--- config.mk ---
export PLATFORM = sky130hd
export DESIGN_NAME = base64_line_wrapped_encoder_top
export DESIGN_NICKNAME = d
export VERILOG_FILES = /design/src/rtl/core/b64le_pkg.sv /design/src/rtl/core/b64le_frame.sv /design/src/rtl/core/base64_line_wrapped_encoder_top.sv
export SDC_FILE = /design/constraint.sdc
export NUM_CORES = 1
export LEC_CHECK = 0
export BUFFER_PORTS_ARGS = -buffer_cell sky130_fd_sc_hd__buf_2
export CELL_PAD_IN_SITES_DETAIL_PLACEMENT = 2
export CELL_PAD_IN_SITES_GLOBAL_PLACEMENT = 2
export CORE_MARGIN = 4
export CORE_UTILIZATION = 40
export CTS_BUF_LIST = sky130_fd_sc_hd__clkbuf_8
export DETAILED_ROUTE_END_ITERATION = 6
export PLACE_DENSITY_LB_ADDON = 0.2
export SYNTH_ARGS = -nofsm -noshare
export SYNTH_HDL_FRONTEND = slang
export SYNTH_SLANG_ARGS = --single-unit
--- constraint.sdc ---
create_clock -name i_clk -period 5.69 [get_ports i_clk]
set_input_delay 0.569 -clock i_clk [delete_from_list [all_inputs] [get_ports i_clk]]
set_output_delay 0.569 -clock i_clk [all_outputs]
set_load 0.02 [all_outputs]
--- src/rtl/core/b64le_pkg.sv ---
// Shared types, constants and the alphabet lookup for the line-wrapped base64 encoder.
package b64le_pkg;

    localparam logic [7:0] LINE_LEN_RESET = 8'd76;
    localparam logic [7:0] LINE_LEN_MIN   = 8'd4;
    localparam logic [7:0] CHAR_PAD       = 8'h3D;
    localparam logic [7:0] CHAR_CR        = 8'h0D;
    localparam logic [7:0] CHAR_LF        = 8'h0A;
    localparam logic [7:0] CHAR_PLUS      = 8'h2B;
    localparam logic [7:0] CHAR_SLASH     = 8'h2F;
    localparam logic [7:0] CHAR_UPPER_A   = 8'h41;
    localparam logic [7:0] CHAR_LOWER_A   = 8'h61;
    localparam logic [7:0] CHAR_DIGIT_0   = 8'h30;

    // Slot count of a frame with and without an inserted CR LF.
    localparam logic [2:0] FRAME_SHORT = 3'd4;
    localparam logic [2:0] FRAME_LONG  = 3'd6;
    // Break position meaning "no CR LF in this group".
    localparam logic [2:0] BRK_NONE    = 3'd4;

    typedef struct packed {
        logic [7:0] data_byte;
        logic       final_byte;
    } t_in_item;

    typedef struct packed {
        logic [7:0] out_char;
        logic       run_last;
        logic       message_end;
    } t_out_item;

    typedef struct packed {
        logic [5:0][7:0] chars;
        logic [2:0]      cnt;
        logic            fin;
    } t_frame;

    // Standard base64 alphabet.
    function automatic logic [7:0] enc6(input logic [5:0] v);
        logic [7:0] w;
        w = {2'b00, v};
        if (v < 6'd26)      return CHAR_UPPER_A + w;
        else if (v < 6'd52) return CHAR_LOWER_A + (w - 8'd26);
        else if (v < 6'd62) return CHAR_DIGIT_0 + (w - 8'd52);
        else if (v == 6'd62) return CHAR_PLUS;
        else                return CHAR_SLASH;
    endfunction

endpackage

--- src/rtl/core/b64le_frame.sv ---
// Builds one output frame (four characters, padding, optional CR LF) from a completed group.
module b64le_frame (
    input  logic [15:0]       i_held,
    input  logic [1:0]        i_fill,
    input  logic [7:0]        i_byte,
    input  logic              i_final,
    input  logic [7:0]        i_pos,
    input  logic [7:0]        i_line_len,
    output b64le_pkg::t_frame o_frame,
    output logic [7:0]        o_next_pos
);
    import b64le_pkg::*;

    logic [7:0]      b0, b1, b2;
    logic [3:0][7:0] c;
    logic [7:0]      limit;
    logic [7:0]      room;
    logic [2:0]      brk;

    always_comb begin
        b0 = '0;
        b1 = '0;
        b2 = '0;
        case (i_fill)
            2'd0: begin
                b0 = i_byte;
            end
            2'd1: begin
                b0 = i_held[7:0];
                b1 = i_byte;
            end
            default: begin
                b0 = i_held[15:8];
                b1 = i_held[7:0];
                b2 = i_byte;
            end
        endcase

        c[0] = enc6(b0[7:2]);
        c[1] = enc6({b0[1:0], b1[7:4]});
        c[2] = enc6({b1[3:0], b2[7:6]});
        c[3] = enc6(b2[5:0]);
        if (i_fill == 2'd0) c[2] = CHAR_PAD;
        if (i_fill != 2'd2) c[3] = CHAR_PAD;
    end

    // At most one CR LF per group since the limit is at least four.
    always_comb begin
        limit = (i_line_len < LINE_LEN_MIN) ? LINE_LEN_MIN : i_line_len;
        room  = limit - i_pos;
        if (i_pos >= limit)    brk = 3'd0;
        else if (room < 8'd4)  brk = room[2:0];
        else                   brk = BRK_NONE;

        if (i_final)               o_next_pos = '0;
        else if (brk == BRK_NONE)  o_next_pos = i_pos + 8'd4;
        else                       o_next_pos = 8'd4 - {5'd0, brk};
    end

    always_comb begin
        o_frame.fin = i_final;
        o_frame.cnt = (brk == BRK_NONE) ? FRAME_SHORT : FRAME_LONG;
        for (int s = 0; s < 6; s++) begin
            if (brk == BRK_NONE) begin
                o_frame.chars[s] = (s < 4) ? c[2'(s)] : 8'h00;
            end else if (3'(s) < brk) begin
                o_frame.chars[s] = c[2'(s)];
            end else if (3'(s) == brk) begin
                o_frame.chars[s] = CHAR_CR;
            end else if (3'(s) == brk + 3'd1) begin
                o_frame.chars[s] = CHAR_LF;
            end else begin
                o_frame.chars[s] = c[2'(s - 2)];
            end
        end
    end

endmodule

--- src/rtl/core/base64_line_wrapped_encoder_top.sv ---
// Top level of the line-wrapped base64 encoder: byte collection, frame register, output beats.
//
// Usage
//   Input channel (i_in_valid / o_in_ready / i_in_data): one raw byte per beat,
//   final_byte set on the last byte of a message. Output channel (o_out_valid /
//   i_out_ready / o_out_data): one character per beat, run_last on the last
//   character caused by an input beat, message_end on the last character of a
//   message. Config channel (i_cfg_valid / o_cfg_ready / i_cfg_data) writes the
//   line length; o_cfg_ready is always high. Write it only while idle. Values
//   below 4 act as 4.
//   Latency: a group-completing byte is encoded in its accept cycle into the
//   frame register; its first character is on the output the next cycle.
//   Throughput: one output beat per cycle while i_out_ready is high; a group
//   gives four characters (six with a CR LF). Bytes that only fill the group
//   are taken while the previous frame drains, so the sustained byte rate is
//   set by the single output port on the frame register.
//   Reset (i_rst_n low, synchronous): group and line position cleared, line
//   length back to 76, no frame pending.
//   Output stall: the frame holds; fill bytes are still accepted, but a byte
//   that completes a group waits until the frame's last beat is taken.
module base64_line_wrapped_encoder_top (
    input  logic                 i_clk,
    input  logic                 i_rst_n,
    input  logic                 i_in_valid,
    output logic                 o_in_ready,
    input  b64le_pkg::t_in_item  i_in_data,
    output logic                 o_out_valid,
    input  logic                 i_out_ready,
    output b64le_pkg::t_out_item o_out_data,
    input  logic                 i_cfg_valid,
    output logic                 o_cfg_ready,
    input  logic [7:0]           i_cfg_data
);
    import b64le_pkg::*;

    // Group collection and line state
    logic [15:0] r_held;
    logic [1:0]  r_fill;
    logic [7:0]  r_pos;
    logic [7:0]  r_len;

    // Frame register: the pending output characters of one group
    t_frame      r_frame;
    logic        r_fv;
    logic [2:0]  r_idx;

    t_frame      n_frame;
    logic [7:0]  n_pos;

    logic in_fire, out_fire, out_last, produces, frame_free;

    b64le_frame u_frame (
        .i_held     (r_held),
        .i_fill     (r_fill),
        .i_byte     (i_in_data.data_byte),
        .i_final    (i_in_data.final_byte),
        .i_pos      (r_pos),
        .i_line_len (r_len),
        .o_frame    (n_frame),
        .o_next_pos (n_pos)
    );

    // A final byte or a third byte closes the group and needs the frame register.
    assign produces   = i_in_data.final_byte || (r_fill == 2'd2);
    assign out_last   = (r_idx == r_frame.cnt - 3'd1);
    assign out_fire   = r_fv && i_out_ready;
    assign frame_free = !r_fv || (out_fire && out_last);
    assign o_in_ready = !produces || frame_free;
    assign in_fire    = i_in_valid && o_in_ready;
    assign o_cfg_ready = 1'b1;

    assign o_out_valid            = r_fv;
    assign o_out_data.out_char    = r_frame.chars[r_idx];
    assign o_out_data.run_last    = out_last;
    assign o_out_data.message_end = out_last && r_frame.fin;

    always_ff @(posedge i_clk) begin
        if (!i_rst_n) begin
            r_held <= '0;
            r_fill <= '0;
            r_pos  <= '0;
            r_len  <= LINE_LEN_RESET;
        end else begin
            if (i_cfg_valid) begin
                r_len <= i_cfg_data;
            end
            if (in_fire) begin
                if (produces) begin
                    r_held <= '0;
                    r_fill <= '0;
                    r_pos  <= n_pos;
                end else begin
                    r_held <= {r_held[7:0], i_in_data.data_byte};
                    r_fill <= r_fill + 2'd1;
                end
            end
        end
    end

    always_ff @(posedge i_clk) begin
        if (!i_rst_n) begin
            r_fv  <= 1'b0;
            r_idx <= '0;
        end else if (in_fire && produces) begin
            r_fv  <= 1'b1;
            r_idx <= '0;
        end else if (out_fire) begin
            if (out_last) begin
                r_fv <= 1'b0;
            end else begin
                r_idx <= r_idx + 3'd1;
            end
        end
    end

    // Frame payload, no reset needed
    always_ff @(posedge i_clk) begin
        if (in_fire && produces) begin
            r_frame <= n_frame;
        end
    end

    // Checks
    a_frame_cnt: assert property (@(posedge i_clk) disable iff (!i_rst_n)
        r_fv |-> (r_frame.cnt == FRAME_SHORT || r_frame.cnt == FRAME_LONG))
        else $error("frame count out of range");

    a_idx_in_frame: assert property (@(posedge i_clk) disable iff (!i_rst_n)
        r_fv |-> (r_idx < r_frame.cnt))
        else $error("output index beyond frame");

    a_fill_range: assert property (@(posedge i_clk) disable iff (!i_rst_n)
        r_fill != 2'd3)
        else $error("group fill overflow");

    a_final_clears: assert property (@(posedge i_clk) disable iff (!i_rst_n)
        (in_fire && i_in_data.final_byte) |=> (r_fill == 2'd0 && r_pos == 8'd0 && r_fv))
        else $error("final byte did not close message");

    a_no_overwrite: assert property (@(posedge i_clk) disable iff (!i_rst_n)
        (in_fire && produces && r_fv) |-> (out_fire && out_last))
        else $error("frame overwritten before drained");

endmodule

-- Yosys cells after proc, flatten, opt, wreduce, memory -nomap -nowiden
Cells that the tools add are included.
- register bits after elaboration: 90
- input port bits: 22
- output and inout port bits: 13
- logic and storage cells: 129
- $add $sub $neg: 17
- $lt $le $gt $ge: 16
- equality and inequality tests: 16
- muxes and demuxes: 45
- bitwise gates (word level): 2
- reduce and logical (&&, ||, !) cells: 19
- operators with widths (cell ; number):
    2-to-1 mux 8 bit ; 32
    one-hot mux 8 bit (2 select lines) ; 2
    binary-select mux 8 bit (select 3 bit) ; 1
    less-than comparator 6 bit, second input constant ; 4
    adder 6 x 8 -> 8 bit, first input constant ; 2
    adder 7 x 6 -> 8 bit, first input constant ; 2
    adder 7 x 8 -> 8 bit, first input constant ; 2
    less-than comparator 8 x 3 -> 1 bit, second input constant ; 2
    2-to-1 mux 16 bit ; 1
    subtractor 6 x 5 -> 7 bit, second input constant ; 2
    subtractor 6 x 6 -> 7 bit, second input constant ; 2
    == test 2 x 3 -> 1 bit, first input constant ; 4
    == test 3 bit, first input constant ; 4
    == test 6 bit, second input constant ; 2
    less-than comparator 6 x 5 -> 1 bit, second input constant ; 2
    2-to-1 mux 3 bit ; 4
    adder 8 x 3 -> 8 bit, second input constant ; 1
    greater-or-equal comparator 8 bit ; 1
    subtractor 8 bit ; 1
    adder 3 x 1 -> 3 bit, second input constant ; 2
    == test 1 x 3 -> 1 bit, first input constant ; 2
    zero test 3 bit ; 2
    less-than comparator 1 x 3 -> 1 bit, first input constant ; 2
    less-than comparator 2 x 3 -> 1 bit, first input constant ; 2
    19 further kinds ; 34

-- Depth between registers and ports, before layout
Gate-level depths: netlist of run 1.
- depth in word-level cells: 12
- depth in mapped cells: 18
- gate-level depth less buffers: 17

-- Hierarchy
A second synthesis of run 1 with hierarchy kept.
- cell total of the unflattened synthesis: 608
- area, all modules: 6079.6 sq um
- modules (own cells, without submodules) (module ; instances ; cells an instance ; area each (sq um) ; sequential area each (sq um)):
    base64_line_wrapped_encoder_top ; 1 ; 236 ; 3504.6 ; 2322.2
    b64le_frame ; 1 ; 372 ; 2575.0 ; 0.0

-- Worst setup path after synthesis of run 1
Ideal clock, no wire load.
- path type: reg2reg
- start: register r_len[6]
- end: register r_frame[4] in the netlist's numbering, data pin
- library setup time: 260 ps
- arrival: 3863 ps
- required time: 5430 ps
- path slack: 1567 ps
- stages on the path, launching flop included: 18
- path buffers: 0
- period minus slack after synthesis: 4123 ps
- path through: dfxtp_1 > nor4_1 > nand2_1 > nand2_1 > ha_1 > fa_1 > nand2b_1 > a21oi_1 > o31ai_1 > a2111oi_4 > nand2_4 > or3_1 > ha_1 > ha_1 > inv_1 > nand2_1 > o32ai_4 > mux2_2
- RTL lines (element ; line ; text):
    from (decl) ; base64_line_wrapped_encoder_top.sv:40 ; logic [7:0] r_len;
    from (signal assigned) ; base64_line_wrapped_encoder_top.sv:85 ; r_len <= i_cfg_data;
    to (signal assigned) ; base64_line_wrapped_encoder_top.sv:119 ; r_frame <= n_frame;
    to (decl) ; base64_line_wrapped_encoder_top.sv:43 ; t_frame r_frame;

==> run summary, run 1 <==
Series of cell instances along the critical path - nor4_1 -> nand2_1 -> nand2_1 -> ha_1 -> fa_1 -> nand2b_1 -> a21oi_1 -> o32a_1 -> a2111oi_4 -> nand2_4 -> or3_1 -> ha_1 -> ha_1 -> inv_1 -> nand2_1 -> o32ai_4 -> mux2_2
Power density of the placed cells - 271 nW/um^2
Fill cell count - 1522
Worst IR Drop VDD - 0.0994 mV
Die Wd - 129 microns
Startpoint-to-endpoint class of the critical path - reg2reg
Leakage power figure - 2.42 nW
Commonest cells after routing, fill and taps aside - 50 x edfxtp_1, 46 x nor2_1, 43 x inv_1
Path type of the worst min-delay path - in2reg
Startpoint type of the worst setup path - register
Via density - 5.69
Initial antenna violation count - 0
Number of global-route vias before repair - 5034
Cts-stage hold buffer count - 0
Count of flip-flops with a built-in enable after synthesis - 50
Resize count post-CTS - 0
# placed instances - 780
Worst hold margin - 419 ps
Starting density of the core - 41.3%
Final-report setup violation count - 0
Global-route total usage across every layer - 20.8%
Layout net count - 675
Timing-limited maximum frequency - 196 MHz
Wire length of the first global-routing pass - 27.1 mm
Clock tree from TritonCTS - done
#FFs+latches synth - 88
Most frequent standard cell in the layout excluding fill and tap cells - edfxtp_1
Share of synthesized flip-flops with an asynchronous set or reset - 0%
Minimum clock period after layout - 5090 ps
Largest stage delay on the critical path - 550 ps
Avg WL per Cell - 20.9 microns
Rel. slew slack - 45.1%
Worst-case clock buffer depth - 2
Top post-synthesis cells by area - edfxtp_1 26%, dfxtp_1 13%, ha_1 8.8%, mux2i_1 4.6%, xnor2_1 3.3%
DRC violation total after the first TritonRoute iteration - 194
Post CTS Setup Buffer Count - 0
Top fanout value on the critical path - 12
Overall routed net length - 16.6 mm
Most area-hungry cell type in the Yosys netlist - edfxtp_1
Area Growth Syn to Fin - 9.21%
Run status - finished clean
Clock-pin slew reported for the worst setup and hold paths after clock tree synthesis - 100 ps
Cell area after synthesis - 5830 sq um
I/O pin total - 35
CP Data Arrival Time - 5240 ps
Type of destination of the critical path - register
Count of cell types in the netlist - 70
Clock latency on the worst-skew pair - 390 ps
Average cell area after synthesis - 9.86 sq um
Sequential share of the synthesized area - 38.8%
Post-Syn Instances - 591
Count of final max-slew check failures - 0
Required time worst endpoint - 5840 ps
Vias - 4527
Fraction of layout instances using a drive strength above 1 - 12.8%
Area of the die - 16600 sq um
Chip height - 129 microns
Number of synthesis warnings - 0
Final non-filler cell total - 796
Final Hold Violating Endpoints - 0
Largest delay share family, worst path - simple AND/OR/NAND/NOR gates
Crit-path slowest cell - a2111oi_4
Portion of synthesized cell area occupied by the leading cell type - 25.8%
TritonCTS Buffers - 9
Pin count of the biggest net entering global routing - 33
Residual DRC - 0
Antenna viol nets, final - 0
Reported max-cap violation count - 0
Core utilization of the finished layout - 45.1%
Global placer's final weighted congestion - 0.853
Unrepaired setup endpoints after global routing - no
Clk sinks - 88
Total Neg Setup Slack - 0 ps
Buffering stage count on the worst path with inverters included - 1
Main flop type after synthesis - edfxtp_1
CTS root buf - clkbuf_8
Number of diodes - 0
Number of input and output port buffers inserted - 33
Final worst-path cycle share - 89.5%
PnR Total Power - 1.73 mW
Core Footprint - 14100 sq um
Half-perimeter wire length after placement - 12.8 mm
Depth of the CTS H-tree - 3
Initial DRT Pass Iterations - 4
Site Rows - 43
Worst-Margin Slew - 823 ps
GRT overflow - 0
Final worst clock skew - 17.0 ps
## metal layers
| layer | vias up | share of wire [%] | global-route usage, % |
|---|---|---|---|
| met2 | 65 | 50 | 35.9 |
| met3 | 9 | 3.0 | 2.62 |
| met4 | 0 | 1.1 | 5.99 |
| met1 | 2292 | 45 | 27.3 |
| li1 | 2161 | - | - |
| met5 | - | 0 | 0 |
## cells in the mapped netlist, types with 4 or more instances
| cell type | n |
|---|---|
| a21o_1 | 7 |
| a22oi_1 | 21 |
| a211oi_1 | 4 |
| a221oi_1 | 8 |
| mux2i_1 | 27 |
| nor2_1 | 46 |
| a22o_1 | 7 |
| nor2b_1 | 24 |
| xnor2_1 | 22 |
| clkbuf_1 | 20 |
| or3_1 | 4 |
| mux4_2 | 8 |
| and2_1 | 8 |
| buf_2 | 8 |
| nand3_1 | 5 |
| o21a_1 | 4 |
| nand2b_1 | 10 |
| a21oi_1 | 27 |
| o22ai_1 | 12 |
| nor3b_1 | 10 |
| edfxtp_1 | 50 |
| mux2_2 | 5 |
| xor2_1 | 10 |
| a21boi_0 | 5 |
| o31a_1 | 4 |
| o21ai_0 | 15 |
| nand2_1 | 35 |
| dfxtp_1 | 38 |
| ha_1 | 41 |
| inv_1 | 43 |
| nor3_1 | 5 |
## area by class of cell
class | instances | area, sq um | area share (%)
clock inverters | 7 | 119 | 1.87
clock buffers | 9 | 124 | 1.95
inverters | 44 | 165 | 2.60
flip-flops and latches | 88 | 2260 | 35.5
well taps | 180 | 225 | 3.54
repair buffers | 36 | 188 | 2.95
multi-input cells | 432 | 3280 | 51.6
## worst reg2reg max path, cell delays in order (launching register included)
cell and delay (ps):
dfxtp_1 350, nor4_1 380, nand2_1 150, nand2_1 90, ha_1 190, fa_1 230
nand2b_1 160, a21oi_1 110, o32a_1 220, a2111oi_4 550, nand2_4 150, or3_1 440
ha_1 280, ha_1 360, inv_1 220, nand2_1 150, o32ai_4 440, mux2_2 400
## registers in the layout, summed over array words and instances, names as in the netlist
signal       cells
r_held          16
r_pos            8
r_frame         50
o_out_valid      1
r_fill           2
r_idx            3
r_len            8
## power by group
part | switching [mW] | internal (mW)
registers | 0.0163 | 0.721
clock network | 0.263 | 0.294
logic | 0.270 | 0.162
## metrics by stage
step / instance area, sq um / worst slack (ps)
floorplan: 5850 / 1570
global placement: 6120 / 1000
detailed placement: 6120 / 630
CTS: 6360 / 577
global route: 6360 / 174
finish: 6360 / 597
## kinds of logic (layout without fill, tap and decap cells)
family,after synthesis,in the layout,synth area share (%)
xor+xnor,33,33,5.09
compound gates,137,137,17.0
other cells,2,7,0.129
mux,40,40,8.70
buf+inv,76,96,5.20
flops,88,88,38.8
simple gates,173,173,15.9
fa+ha+maj,42,42,9.15
## worst paths after layout
path                  from    endpoint  slack [ps]  depth (start not counted)
min          i_cfg_data[2]    r_len[2]         420                          3
max               r_len[4]  r_frame[4]         600                         17
max reg2reg       r_len[4]  r_frame[4]         600                         17
min reg2reg       r_pos[0]    r_pos[0]         480                          2
Note: power is estimated with default switching activity, not from simulation.
==> run 2: changes to the inputs <==
Settings changed: BUFFER_PORTS_ARGS -buffer_cell sky130_fd_sc_hd__buf_2 to unset, DONT_BUFFER_PORTS set to 1, PLACE_DENSITY set to 0.8, PLACE_DENSITY_LB_ADDON 0.2 to unset.
==> run summary, run 2 (synthesized netlist as in run 1, its figures left out) <==
Area of the die - 16600 sq um
Rel. slew slack - 44.1%
Final worst clock skew - 18.3 ps
Clock tree from TritonCTS - done
Pin count of the biggest net entering global routing - 33
GRT overflow - 0
Layout net count - 642
Setup slack at placement - 722 ps
Largest registers - r_frame (50), r_held (16)
Startpoint-to-endpoint class of the critical path - reg2reg
Cts-stage hold buffer count - 0
Count of final max-slew check failures - 0
Commonest cells after routing, fill and taps aside - 50 x edfxtp_1, 46 x nor2_1, 44 x inv_1
TritonCTS Buffers - 9
Area Growth Syn to Fin - 5.58%
Type of destination of the critical path - register
Leakage power figure - 2.27 nW
Site Rows - 43
Worst-case clock buffer depth - 2
Reported max-cap violation count - 0
DRC violation total after the first TritonRoute iteration - 261
PnR Total Power - 1.59 mW
Power density of the placed cells - 259 nW/um^2
Highest signal layer in the routed design - met4
Most frequent standard cell in the layout excluding fill and tap cells - edfxtp_1
Total Neg Setup Slack - 0 ps
Initial antenna violation count - 0
Run status - finished clean
CP Data Arrival Time - 5170 ps
Clock latency on the worst-skew pair - 390 ps
Depth of the CTS H-tree - 3
Worst IR Drop VDD - 0.0997 mV
Required time worst endpoint - 5830 ps
Clock-pin slew reported for the worst setup and hold paths after clock tree synthesis - 100 ps
Top fanout value on the critical path - 12
Resize count post-CTS - 0
Number of input and output port buffers inserted - 0
Startpoint type of the worst setup path - register
Wire length of the first global-routing pass - 25.9 mm
Die Wd - 129 microns
Worst-Margin Slew - 830 ps
Global placer's final weighted congestion - 0.880
Residual DRC - 0
Path type of the worst min-delay path - in2reg
Vias - 4364
Final Hold Violating Endpoints - 0
Final worst-path cycle share - 88.4%
Timing-limited maximum frequency - 199 MHz
Number of flip-flops under the largest register name - 50
Number of global-route vias before repair - 4802
WL met1 - 7.08 mm
Starting density of the core - 41.3%
I/O pin total - 35
CTS root buf - clkbuf_8
Core Footprint - 14100 sq um
Worst hold margin - 242 ps
Metal3 WL - 627 microns
Half-perimeter wire length after placement - 12.6 mm
Min setup slack post-route - 659 ps
Global-route total usage across every layer - 20.0%
Overall routed net length - 16.0 mm
Chip height - 129 microns
Minimum clock period after layout - 5030 ps
Fraction of layout instances using a drive strength above 1 - 7.72%
Avg WL per Cell - 20.9 microns
Unrepaired setup endpoints after global routing - no
# placed instances - 747
Fill cell count - 1527
Wire length on met2 - 8.07 mm
Biggest register - r_frame
Via density - 5.72
Antenna viol nets, final - 0
Final-report setup violation count - 0
Final non-filler cell total - 763
Clk sinks - 88
Number of diodes - 0
Initial DRT Pass Iterations - 4
Post CTS Setup Buffer Count - 0
==> run 2: changes by cell type in the layout (fill, tap and decap cells not counted), sizes merged <==
cell and delta:
buf -33, bufinv -2, clkinv +1, clkbuf +1
==> run 2: where the power goes <==
group | internal, mW | total, mW | switching [mW]
registers | 0.720 | 0.737 | 0.0161
logic | 0.152 | 0.409 | 0.257
clock network | 0.213 | 0.448 | 0.235
==> run 2: metrics by stage <==
step                      utilization, %  cell area, sq um
after global placement              42.3              5960
after floorplan                        -              5850
after detailed placement            42.3              5960
after global routing                43.6              6150
after CTS                           43.6              6150
final                               43.6              6150
==> run 2: metal layers <==
metal  vias to the layer above  track usage [%]
met1                      2196             25.9
met5                         -                0
met3                        14             3.65
met4                         0             5.19
met2                        57             34.5
li1                       2097                -
==> run 2: critical path, stage by stage, from the launching register on <==
cell and delay (ps):
dfxtp_1 390, nor4_1 80, nand2_1 120, nand2_1 70
ha_1 210, fa_1 430, nand2b_1 200, a21oi_1 220
o31ai_1 180, a2111oi_4 510, nand2_4 150, or3_1 450
ha_1 290, ha_1 360, inv_1 190, nand2_1 120
o32ai_4 420, mux2_2 410
==> run 2: path summary, 6_finish.rpt <==
kind | from | end | slack (ps) | cells after the start
worst max-delay path | r_len[4] | r_frame[4] | 660 | 17
worst min-delay path | i_rst_n | r_len[3] | 240 | 1
worst max register to register | r_len[4] | r_frame[4] | 660 | 17
worst min register to register | r_pos[0] | r_pos[0] | 510 | 2
==> run 2: final cells by class <==
| class | instances | area, sq um | area share [%] |
|---|---|---|---|
| Sequential cell | 88 | 2260 | 36.8 |
| Timing Repair Buffer | 3 | 22.5 | 0.366 |
| Multi-Input combinational cell | 432 | 3280 | 53.3 |
| Clock buffer | 10 | 138 | 2.24 |
| Tap cell | 180 | 225 | 3.66 |
| Inverter | 44 | 165 | 2.68 |
| Clock inverter | 6 | 58.8 | 0.956 |
